`src/hw/rtl/bm25_pkg.sv`:
```
// Package for the BM25 top-K ranker: payload structs, widths, constants.
// No dependencies.
`timescale 1ns / 1ps
`default_nettype none
package bm25_pkg;
    localparam int TOP_K = 10;
    localparam int IDX_W = $clog2(TOP_K);
    localparam int CNT_W = $clog2(TOP_K + 1);
    localparam int NUM_W = 64;
    localparam int DEN_W = 44;
    localparam logic OP_TERM  = 1'b0;
    localparam logic OP_FLUSH = 1'b1;

    typedef struct packed {
        logic        opcode;
        logic [31:0] document_id;
        logic [15:0] term_frequency;
        logic [15:0] inverse_doc_freq;
        logic [23:0] document_length;
        logic        final_term;
    } t_in_item;

    typedef struct packed {
        logic [31:0] ranked_doc_id;
        logic [31:0] ranked_score;
        logic        end_of_list;
        logic        list_empty;
    } t_out_item;

    // Front-to-back command: a prepared division or a flush.
    typedef struct packed {
        logic             flush;
        logic             last;
        logic [31:0]      doc;
        logic [NUM_W-1:0] num;
        logic [DEN_W-1:0] den;
    } t_cmd;
endpackage
`default_nettype wire

```
`src/hw/rtl/bm25_front.sv`:
```
// Front end: accepts input transactions, forms the BM25 dividend and divisor.
// Depends on bm25_pkg. Multiplies are registered in two stages.
`timescale 1ns / 1ps
`default_nettype none
module bm25_front import bm25_pkg::*; (
    input  wire logic        i_clk,
    input  wire logic        i_rst_n,
    input  wire logic        i_push,
    output logic             o_full,
    input  wire t_in_item    i_item,
    input  wire logic [23:0] i_avg,
    output logic             o_cmd_valid,
    input  wire logic        i_cmd_ready,
    output t_cmd             o_cmd
);
    logic        r_s1_v, r_s2_v;
    t_in_item    r_s1;
    logic [39:0] r_tfavg;   // tf*avg
    logic [27:0] r_avg3;
    logic [27:0] r_len9;
    t_cmd        r_s2;
    logic        s2_free;

    assign s2_free = !r_s2_v || i_cmd_ready;
    assign o_full  = r_s1_v && !s2_free;
    assign o_cmd_valid = r_s2_v;
    assign o_cmd = r_s2;

    always_ff @(posedge i_clk) begin
        if (!i_rst_n) begin
            r_s1_v <= 1'b0;
            r_s2_v <= 1'b0;
        end else begin
            if (s2_free) r_s2_v <= r_s1_v;
            if (!o_full) r_s1_v <= i_push;
        end
        if (!o_full && i_push) begin
            r_s1    <= i_item;
            r_tfavg <= 40'(i_item.term_frequency) * 40'(i_avg);
            r_avg3  <= 28'(i_avg) * 28'd3;
            r_len9  <= 28'(i_item.document_length) * 28'd9;
        end
        if (s2_free && r_s1_v) begin
            r_s2.flush <= (r_s1.opcode == OP_FLUSH);
            r_s2.last  <= r_s1.final_term;
            r_s2.doc   <= r_s1.document_id;
            // 20*idf*tf*avg fits 40+16+5 = 61 bits
            r_s2.num   <= NUM_W'(r_tfavg) * NUM_W'(r_s1.inverse_doc_freq) * NUM_W'(20);
            r_s2.den   <= DEN_W'({r_tfavg, 3'b000}) + DEN_W'(r_avg3) + DEN_W'(r_len9);
        end
    end
endmodule
`default_nettype wire

```
`src/hw/rtl/bm25_cmdq.sv`:
```
// Two-entry command queue between front and back ends.
// Depends on bm25_pkg.
`timescale 1ns / 1ps
`default_nettype none
module bm25_cmdq import bm25_pkg::*; (
    input  wire logic i_clk,
    input  wire logic i_rst_n,
    input  wire logic i_valid,
    output logic      o_ready,
    input  wire t_cmd i_cmd,
    output logic      o_valid,
    input  wire logic i_ready,
    output t_cmd      o_cmd
);
    t_cmd r_mem [2];
    logic r_wp, r_rp;
    logic [1:0] r_cnt;
    logic wr, rd;
    assign o_ready = (r_cnt != 2'd2);
    assign o_valid = (r_cnt != 2'd0);
    assign o_cmd   = r_mem[r_rp];
    assign wr = i_valid && o_ready;
    assign rd = o_valid && i_ready;
    always_ff @(posedge i_clk) begin
        if (!i_rst_n) begin
            r_wp <= 1'b0; r_rp <= 1'b0; r_cnt <= 2'd0;
        end else begin
            if (wr) r_wp <= !r_wp;
            if (rd) r_rp <= !r_rp;
            r_cnt <= r_cnt + 2'(wr) - 2'(rd);
        end
        if (wr) r_mem[r_wp] <= i_cmd;
    end
endmodule
`default_nettype wire

```
`src/hw/rtl/bm25_back.sv`:
```
// Back end: serial divider, score accumulator, top-K table, flush emitter.
// Depends on bm25_pkg.
`timescale 1ns / 1ps
`default_nettype none
module bm25_back import bm25_pkg::*; (
    input  wire logic i_clk,
    input  wire logic i_rst_n,
    input  wire logic i_cmd_valid,
    output logic      o_cmd_ready,
    input  wire t_cmd i_cmd,
    output logic      o_empty,
    input  wire logic i_pop,
    output t_out_item o_item
);
    localparam logic [2:0] ST_IDLE = 3'd0, ST_DIV = 3'd1, ST_ACC = 3'd2,
                           ST_SCAN = 3'd3, ST_EMIT = 3'd4;

    logic [2:0]       r_st;
    logic [NUM_W-1:0] r_q;       // dividend shifting into quotient
    logic [DEN_W:0]   r_rem;
    logic [DEN_W-1:0] r_den;
    logic [6:0]       r_bit;
    logic             r_last;
    logic [31:0]      r_doc;
    logic [31:0]      r_acc;
    logic [31:0]      r_new;
    logic [CNT_W-1:0] r_cnt;
    logic [IDX_W-1:0] r_idx, r_min_idx;
    logic [31:0]      r_min;
    logic [31:0]      r_tdoc [TOP_K];
    logic [31:0]      r_tscore [TOP_K];
    logic             r_ov_v;
    t_out_item        r_ov;

    logic [DEN_W:0]   rem_sh;
    logic             ge;
    logic [32:0]      sum;
    logic [31:0]      qsat;

    assign rem_sh = {r_rem[DEN_W-1:0], r_q[NUM_W-1]};
    assign ge     = rem_sh >= {1'b0, r_den};
    assign qsat   = (r_q[NUM_W-1:32] != '0) ? 32'hFFFF_FFFF : r_q[31:0];
    assign sum    = {1'b0, r_acc} + {1'b0, qsat};
    assign o_cmd_ready = (r_st == ST_IDLE);
    assign o_empty = !r_ov_v;
    assign o_item  = r_ov;

    always_ff @(posedge i_clk) begin
        if (!i_rst_n) begin
            r_st <= ST_IDLE; r_acc <= '0; r_cnt <= '0; r_ov_v <= 1'b0;
        end else begin
            // the emitter refills the result register itself
            if (i_pop && r_ov_v && r_st != ST_EMIT) r_ov_v <= 1'b0;
            case (r_st)
                ST_IDLE: begin
                    if (i_cmd_valid) begin
                        if (i_cmd.flush) begin
                            r_idx <= '0;
                            r_st  <= ST_EMIT;
                        end else begin
                            r_q   <= i_cmd.num;
                            r_den <= i_cmd.den;
                            r_rem <= '0;
                            r_bit <= 7'd0;
                            r_last <= i_cmd.last;
                            r_doc <= i_cmd.doc;
                            r_st  <= ST_DIV;
                        end
                    end
                end
                ST_DIV: begin
                    // restoring division, one quotient bit per cycle
                    r_rem <= ge ? rem_sh - {1'b0, r_den} : rem_sh;
                    r_q   <= {r_q[NUM_W-2:0], ge};
                    r_bit <= r_bit + 7'd1;
                    if (r_bit == 7'(NUM_W - 1)) r_st <= ST_ACC;
                end
                ST_ACC: begin
                    // zero divisor gives all-ones quotient; dividend is zero then
                    if (r_den == '0) r_q <= '0;
                    if (r_den == '0) begin
                        // accumulator unchanged by a zero contribution
                        if (r_last) begin
                            r_new <= r_acc; r_acc <= '0;
                        end
                    end else if (r_last) begin
                        r_new <= sum[32] ? 32'hFFFF_FFFF : sum[31:0];
                        r_acc <= '0;
                    end else begin
                        r_acc <= sum[32] ? 32'hFFFF_FFFF : sum[31:0];
                    end
                    if (!r_last) r_st <= ST_IDLE;
                    else if (r_cnt < CNT_W'(TOP_K)) begin
                        r_st <= ST_IDLE;
                    end else begin
                        r_st <= ST_SCAN;
                        r_idx <= IDX_W'(1);
                        r_min_idx <= '0;
                        r_min <= r_tscore[0];
                    end
                    if (r_last && r_cnt < CNT_W'(TOP_K)) begin
                        r_cnt <= r_cnt + CNT_W'(1);
                    end
                end
                ST_SCAN: begin
                    if (r_idx == IDX_W'(TOP_K)) begin
                        if (r_new > r_min) begin
                            r_tdoc[r_min_idx]   <= r_doc;
                            r_tscore[r_min_idx] <= r_new;
                        end
                        r_st <= ST_IDLE;
                    end else begin
                        if (r_tscore[r_idx] < r_min) begin
                            r_min <= r_tscore[r_idx];
                            r_min_idx <= r_idx;
                        end
                        r_idx <= r_idx + IDX_W'(1);
                    end
                end
                ST_EMIT: begin
                    if (!r_ov_v || i_pop) begin
                        r_ov_v <= 1'b1;
                        if (r_cnt == '0) begin
                            r_ov <= '{32'd0, 32'd0, 1'b1, 1'b1};
                            r_st <= ST_IDLE;
                        end else begin
                            r_ov <= '{r_tdoc[r_idx], r_tscore[r_idx],
                                      (CNT_W'(r_idx) + CNT_W'(1) == r_cnt), 1'b0};
                            r_idx <= r_idx + IDX_W'(1);
                            if (CNT_W'(r_idx) + CNT_W'(1) == r_cnt) begin
                                r_cnt <= '0;
                                r_st  <= ST_IDLE;
                            end
                        end
                    end
                end
                default: r_st <= ST_IDLE;
            endcase
        end
        if (r_st == ST_ACC && r_last && r_cnt < CNT_W'(TOP_K)) begin
            r_tdoc[r_cnt[IDX_W-1:0]] <= r_doc;
            r_tscore[r_cnt[IDX_W-1:0]] <= (r_den == '0) ? r_acc
                : (sum[32] ? 32'hFFFF_FFFF : sum[31:0]);
        end
    end
endmodule
`default_nettype wire

```
`src/hw/rtl/bm25_top_k_ranker.sv`:
```
// Top level of the BM25 top-K ranker: front end, command queue, back end.
// Depends on bm25_pkg, bm25_front, bm25_cmdq, bm25_back.
//
// Usage:
//  - Input channel: queue style, push/full. A transaction is either a term
//    (opcode 0) or a flush (opcode 1).
//  - Result channel: queue style, empty/pop. Results appear only on a flush:
//    one per filled table slot in slot order, end_of_list on the last, or a single
//    list_empty result when the table holds nothing.
//  - Config channel: valid/ready write of average_doc_length; always ready.
//    Write only while the block is idle.
//  - Datapath: two front-end stages, then the back end divides one quotient
//    bit per cycle and accumulates the result in a separate state. A final
//    term on a full table adds a scan of the table for its lowest score. The
//    back end takes one term at a time and is bounded by the serial divider.
//  - A flush emits one result per cycle while the receiver pops.
//  - The command queue lets the front accept while the back divides.
//  - Reset (synchronous, active low) clears accumulator, entry count and
//    queues; average_doc_length returns to 1. Table contents are not cleared.
//  - A stalled receiver holds the result register and stalls the emitter.
`timescale 1ns / 1ps
`default_nettype none
module bm25_top_k_ranker import bm25_pkg::*; (
    input  wire logic        i_clk,
    input  wire logic        i_rst_n,
    input  wire logic        push,
    output logic             full,
    input  wire t_in_item    i_item,
    output logic             empty,
    input  wire logic        pop,
    output t_out_item        o_item,
    input  wire logic        i_cfg_valid,
    output logic             o_cfg_ready,
    input  wire logic [23:0] i_cfg_data
);
    logic [23:0] r_avg;
    logic f_v, f_r, q_v, q_r;
    t_cmd f_c, q_c;

    assign o_cfg_ready = 1'b1;
    always_ff @(posedge i_clk) begin
        if (!i_rst_n) r_avg <= 24'd1;
        else if (i_cfg_valid) r_avg <= i_cfg_data;
    end

    bm25_front u_front (.i_clk, .i_rst_n, .i_push(push), .o_full(full), .i_item,
        .i_avg(r_avg), .o_cmd_valid(f_v), .i_cmd_ready(f_r), .o_cmd(f_c));
    bm25_cmdq u_q (.i_clk, .i_rst_n, .i_valid(f_v), .o_ready(f_r), .i_cmd(f_c),
        .o_valid(q_v), .i_ready(q_r), .o_cmd(q_c));
    bm25_back u_back (.i_clk, .i_rst_n, .i_cmd_valid(q_v), .o_cmd_ready(q_r),
        .i_cmd(q_c), .o_empty(empty), .i_pop(pop), .o_item);
endmodule
`default_nettype wire

```
`config.mk`:
```
export PLATFORM = sky130hd
export DESIGN_NAME = bm25_top_k_ranker
export DESIGN_NICKNAME = d
export VERILOG_FILES = /design/src/hw/rtl/bm25_pkg.sv /design/src/hw/rtl/bm25_front.sv /design/src/hw/rtl/bm25_cmdq.sv /design/src/hw/rtl/bm25_back.sv /design/src/hw/rtl/bm25_top_k_ranker.sv
export SDC_FILE = /design/constraint.sdc
export NUM_CORES = 2
export LEC_CHECK = 0
export CAP_MARGIN = 20
export CORE_MARGIN = 8
export CORE_UTILIZATION = 45
export CTS_BUF_LIST = sky130_fd_sc_hd__clkbuf_8
export DETAILED_ROUTE_END_ITERATION = 6
export DONT_BUFFER_PORTS = 1
export SYNTH_ARGS = -nofsm -noshare
export SYNTH_HDL_FRONTEND = slang
export SYNTH_SLANG_ARGS = --single-unit
```
`constraint.sdc`:
```
create_clock -name i_clk -period 14.24 [get_ports i_clk]
set_input_delay 1.424 -clock i_clk [delete_from_list [all_inputs] [get_ports i_clk]]
set_output_delay 1.424 -clock i_clk [all_outputs]
set_load 0.02 [all_outputs]
```
# --- Yosys cells after proc, flatten, opt, wreduce, memory -nomap -nowiden ---
# Memory sizes are Yosys's and may differ from the RTL's. A register that Yosys moved wholly into a read port is not among the register bits.
# Index checks and enable logic that the tools add are counted.
word_totals:
  reg_bits: 649
  ram_bits: 914
  input_bits: 119
  output_inout_bits: 69
  memories: 3
mem_list:
  columns: ["name", "depth", "width", "rd", "rd_clocked_by_memory_dff", "write_ports", "line", "rtl"]
  rows:
  - ["u_back.r_tdoc", 10, 32, 1, 1, 1, "bm25_back.sv:30", "logic [31:0] r_tdoc [TOP_K];"]
  - ["u_back.r_tscore", 10, 32, 2, 1, 1, "bm25_back.sv:31", "logic [31:0] r_tscore [TOP_K];"]
  - ["u_q.r_mem", 2, 137, 1, 1, 1, "bm25_cmdq.sv:15", "t_cmd r_mem [2];"]
classes:
  add_sub_neg: 9
  n_mul: 5
  n_lt_le_gt_ge: 4
  eq_ne: 25
  mux: 75
  bitwise_logic: 1
  n_reduce_logical: 40
ops:
  columns: ["operator", "count"]
  rows:
  - ["two-way mux 32 bit", 15]
  - ["two-way mux 64 bit", 3]
  - ["case mux 64 bit (3 select lines)", 1]
  - ["two-way mux 44 bit", 3]
  - ["case mux 44 bit (2 select lines)", 1]
  - ["two-way mux 4 bit", 18]
  - ["case mux 32 bit (2 select lines)", 1]
  - ["OR reduction 32 bit", 2]
  - ["multiplier 56 x 3 -> 59 bit (second input constant)", 1]
  - ["multiplier 40 x 16 -> 56 bit", 1]
  - ["greater-or-equal comparator 45 x 44 -> 1 bit", 1]
  - ["adder 43 x 26 -> 44 bit", 1]
  - ["adder 44 x 28 -> 44 bit", 1]
  - ["zero test 44 bit", 1]
  - ["subtractor 44 bit", 1]
  - ["multiplier 16 x 24 -> 40 bit", 1]
  - ["adder 32 x 32 -> 33 bit", 1]
  - ["greater-than comparator 32 bit", 1]
  - ["< comparator 32 bit", 1]
  - ["nonzero test 32 bit", 1]
  - ["multiplier 24 x 4 -> 28 bit (second input constant)", 1]
  - ["multiplier 24 x 2 -> 26 bit (second input constant)", 1]
  - ["two-way mux 3 bit", 8]
  - ["inequality test 2 x 1 -> 1 bit (second input constant)", 9]
  - ["36 further kinds", 84]

# --- Depth between registers and ports, before layout ---
logic_depth:
  depth_word: 7
  mapped_depth: 38
  depth_no_buf: 36

# --- By module ---
# A second synthesis with hierarchy kept.
hier_totals:
  hier_cells: 8729
  hier_area_um2: 105703.9
modules_own_cells:
  columns: ["module", "n_inst", "cells_per_inst", "area_each_um2", "seq_area_each_um2"]
  rows:
  - ["bm25_front", 1, 5002, 48320.1, 8478.1]
  - ["bm25_back", 1, 3176, 45611.2, 30008.8]
  - ["bm25_cmdq", 1, 472, 10834.1, 8628.3]
  - ["bm25_top_k_ranker", 1, 79, 938.4, 480.5]

# --- Least setup slack after synthesis ---
# No wires, ideal clock.
synth_path:
  kind: "register to register"
  start: "register u_front.r_tfavg[11]"
  end: "register u_front.r_s2 (netlist bit u_front.o_cmd[104]) (data pin)"
  arrival_time_ns: 8.613
  slack_ns: 5.368
  stages_incl_launch_ff: 34
  n_path_buf: 1
  synth_period_minus_slack_ns: 8.872
  path_cell_list: "edfxtp_1 -> clkbuf_1 -> nand2_1 -> fa_1 -> fa_1 -> fa_1 -> inv_1 -> fa_1 -> fa_1 -> inv_1 -> fa_1 -> inv_1 -> ha_1 -> a21oi_1 -> nor2_1 -> or4_1 -> o2111a_1 -> a21o_1 -> a211oi_1 -> nor2_1 -> a21o_1 -> a21oi_1 -> xnor2_1 -> ha_1 -> ha_1 -> a21o_1 -> a21o_1 -> a221oi_1 -> o32ai_1 -> a211o_1 -> a31o_2 -> a41oi_2 -> nor3_1 -> o31a_1"
synth_via:
  elab_chain_len: 2
synth_lines:
  columns: ["element", "line", "rtl"]
  rows:
  - ["start: declaration", "bm25_front.sv:18", "logic [39:0] r_tfavg;"]
  - ["start signal: assignment", "bm25_front.sv:39", "r_tfavg <= 40'(i_item.term_frequency) * 40'(i_avg);"]
  - ["multiplier 40 x 16 -> 56 bit", "bm25_front.sv:48", "r_s2.num <= NUM_W'(r_tfavg) * NUM_W'(r_s1.inverse_doc_freq) * NUM_W'(20);"]
  - ["multiplier 56 x 3 -> 59 bit", "bm25_front.sv:48", null]
  - ["end: declaration", "bm25_front.sv:21", "t_cmd r_s2;"]
# No other way between the ends.
# A chain may end at the register's enable or synchronous reset.

# --- Worst setup path in the final report ---
layout_path:
  start: "register u_front.r_tfavg[12]"
  end: "register u_front.r_s2 (netlist bit u_front.o_cmd[104]) (data pin)"
# Same word-level chain as after synthesis.

==> run summary <==
Tcrit/Tclk final -> 0.7002
Root Driver -> clkbuf_8
Final Critical Period -> 9.971 ns
DR pass1 iterations -> 5
Ports -> 188
WHS Path Cells -> 0
Syn Inst Count -> 8677
Clk_skew -> 0.1150 ns
Total number of vias -> 65.72k
Setup CP Type -> flop to flop
Largest net degree at the start of global routing -> 139
Met3 global-route usage -> 0.03334
Global route overflow -> 0
# setup viols final -> 0
Worst hold endpoint -> u_front.o_cmd[134]
CP Launch Type -> flop
Most frequent cells in the layout -> edfxtp_1, inv_1, nand2_1, fa_1, ha_1
Post-Syn Area -> 0.1044 mm2
Pre-CTS setup slack -> 4.288 ns
Status -> finished, final reports clean
Ys Warns -> 0
CP max stage delay -> 0.91 ns
CP dominant cell by count -> fa_1
Multi-input gate area -> 0.05187 mm2
Synth-to-layout area growth -> 8.372%
# DRC -> 0
Die area -> 0.2477 mm2
Die X -> 497.7 um
Num CTS Buffers -> 290
Slew Limit Fails -> 0
Asr flop ratio synth -> 0
WP data arrival -> 10.67 ns
Endpoints failing hold -> 0
Worst path bufs/invs -> 4
Worst Tran Pin Value -> 1.187 ns
M1 GR Usage -> 0.2761
I/O Buffers -> 0
CTS tree -> built
Global-route wire length before repair -> 406700 um
Synth Flop Type -> edfxtp_1
Die height -> 497.7 um
Max cap viols -> 0
Flip-flop and latch area -> 0.04731 mm2
Routed len/inst -> 21.78 um
Hold Startpoint -> u_front.r_s1[83]
Max_slew headroom -> 0.2086
Num rows -> 177
GRT Resource Usage Total -> 0.2079
Post-Syn Nets -> 10.26k
Reg2Reg Setup Slack -> 4.27 ns
First DRT Iteration DRCs -> 4582
Util after Layout -> 0.4884
Post-synth EDFFs -> 1525
Final WS setup -> 4.269 ns
RSZ-0062 raised after global routing -> no
Netlist cell types -> 93
Reg2reg start -> u_front.r_tfavg[12]
Vias in the first global route -> 69.83k
Reg2Reg Depth -> 32
H-tree levels -> 5
Dpl hpwl -> 179400 um
Fmax -> 100.3 MHz
Post-DRT Antenna Nets -> 0
Final nets -> 10.28k
CTS Buffer Depth -> 4
Max FO, Critical Path -> 17
Met2 global-route usage -> 0.3488
RR Endpoint -> u_front.o_cmd[104]
Slowest CP cell -> edfxtp_1
Post-CTS resize count -> 0
Yosys reg bits -> 1600
Routed vias/inst -> 5.502
Ratio of cells with drive above 1 in the final layout -> 0.08937
Clock slew seen by the registers of the worst setup and hold paths -> 0.06 ns
Post-CTS setup buffers -> 0
Final Wtd Congestion -> 0.8679
Worst setup EP type -> flop
# hold bufs at CTS -> 0
Initial antenna violation count -> 17
Post-route setup TNS -> 0 ns
Drt total wl -> 260200 um
Delay-heaviest family, CP -> adder cells
Total core area -> 0.2317 mm2
Clk sinks -> 1600
Fillers -> 20.53k
Post-synthesis sequential area ratio -> 0.4530
Synth Area per Inst -> 12.03 um2
WP data required -> 14.94 ns
Worst-skew pair later-pin latency -> 1.00 ns
Most common cell after layout, fill and taps aside -> edfxtp_1
Starting Density -> 0.4507
GRT busiest layer -> met2
Worst hold path class -> flop to flop
[synthesized netlist by cell type, types with 56 or more instances]
cell,instances,area [um2]
a211oi_1,96,720.7
a21o_1,205,1539
a21oi_1,342,1712
a31oi_1,56,350.3
and2_1,368,2302
clkbuf_1,324,1216
dfxtp_1,75,1501
edfxtp_1,1525,45790
fa_1,865,17320
ha_1,594,7432
inv_1,1069,4013
mux2_2,137,1543
mux2i_1,151,1511
mux4_2,128,2883
nand2_1,1070,4016
nand3_1,86,430.4
nor2_1,259,972.2
nor2b_1,103,644.4
o21ai_0,269,1346
xnor2_1,199,1743
xor2_1,83,727.0
[area by class of cell]
cell class	count	area share
Multi-Input combinational cell	5628	0.4585
Timing Repair Buffer	116	0.008184
Inverter	1069	0.03547
Sequential cell	1600	0.4181
Clock buffer	298	0.03625
Clock inverter	185	0.009721
Tap cell	3043	0.03365
Antenna cell	6	0.0001327
[metal layers]
layer / wire length, um / share of wire
met1: 112300 / 0.43
met2: 123500 / 0.47
met3: 15440 / 0.059
met4: 9007 / 0.035
met5: 0 / 0
[metrics by stage]
step / instances / hold slack, ns / instance area [um2]
after floorplan: 8677 / 0.4003 / 104400
after global placement: 11450 / 0.4067 / 107900
after detailed placement: 11450 / 0.4045 / 107900
after CTS: 11940 / 0.3718 / 113100
after global routing: 11940 / 0.3921 / 113100
final: 11950 / 0.4098 / 113100
[worst reg2reg max path: cells and delay by family, from the launching register on]
family          cells  cell delay [ns]
fa+ha+maj           9             4.04
flops               1             0.91
simple gates        5             0.93
compound gates     13             3.40
buf+inv             4             0.26
xor+xnor            1             0.20
[sequential cells by signal, indices dropped and copies added, names as in the netlist, 40 cells and up, named ones only]
register,count
u_back.r_rem,44
u_back.r_den,44
u_front.o_cmd,137
u_front.r_s1,50
u_back.r_q,64
u_back.r_tdoc,320
u_front.r_tfavg,40
u_back.o_item,66
u_back.r_tscore,320
u_q.r_mem,274
[kinds of logic after synthesis]
logic type,share of synthesized area
simple gates,0.09901
flops,0.4530
fa+ha+maj,0.2371
buf+inv,0.05223
compound gates,0.07796
mux,0.05687
xor+xnor,0.02381
other cells,0.00003592
[worst max path at each step]
stage,start,to,slack [ns],cells after the start
after floorplan,u_front.r_tfavg[11],u_front.o_cmd[104],5.37,33
after global placement,u_front.r_tfavg[8],u_front.o_cmd[98],4.50,34
after detailed placement,u_front.r_tfavg[12],u_front.o_cmd[98],4.29,33
after CTS,u_front.r_tfavg[8],u_front.o_cmd[98],4.31,34
after global routing,u_front.r_tfavg[15],u_front.o_cmd[98],3.71,32
final,u_front.r_tfavg[12],u_front.o_cmd[104],4.27,32
Power is not shown: default switching activity piles up to over one toggle a cycle in this logic, so the estimate is an artifact.
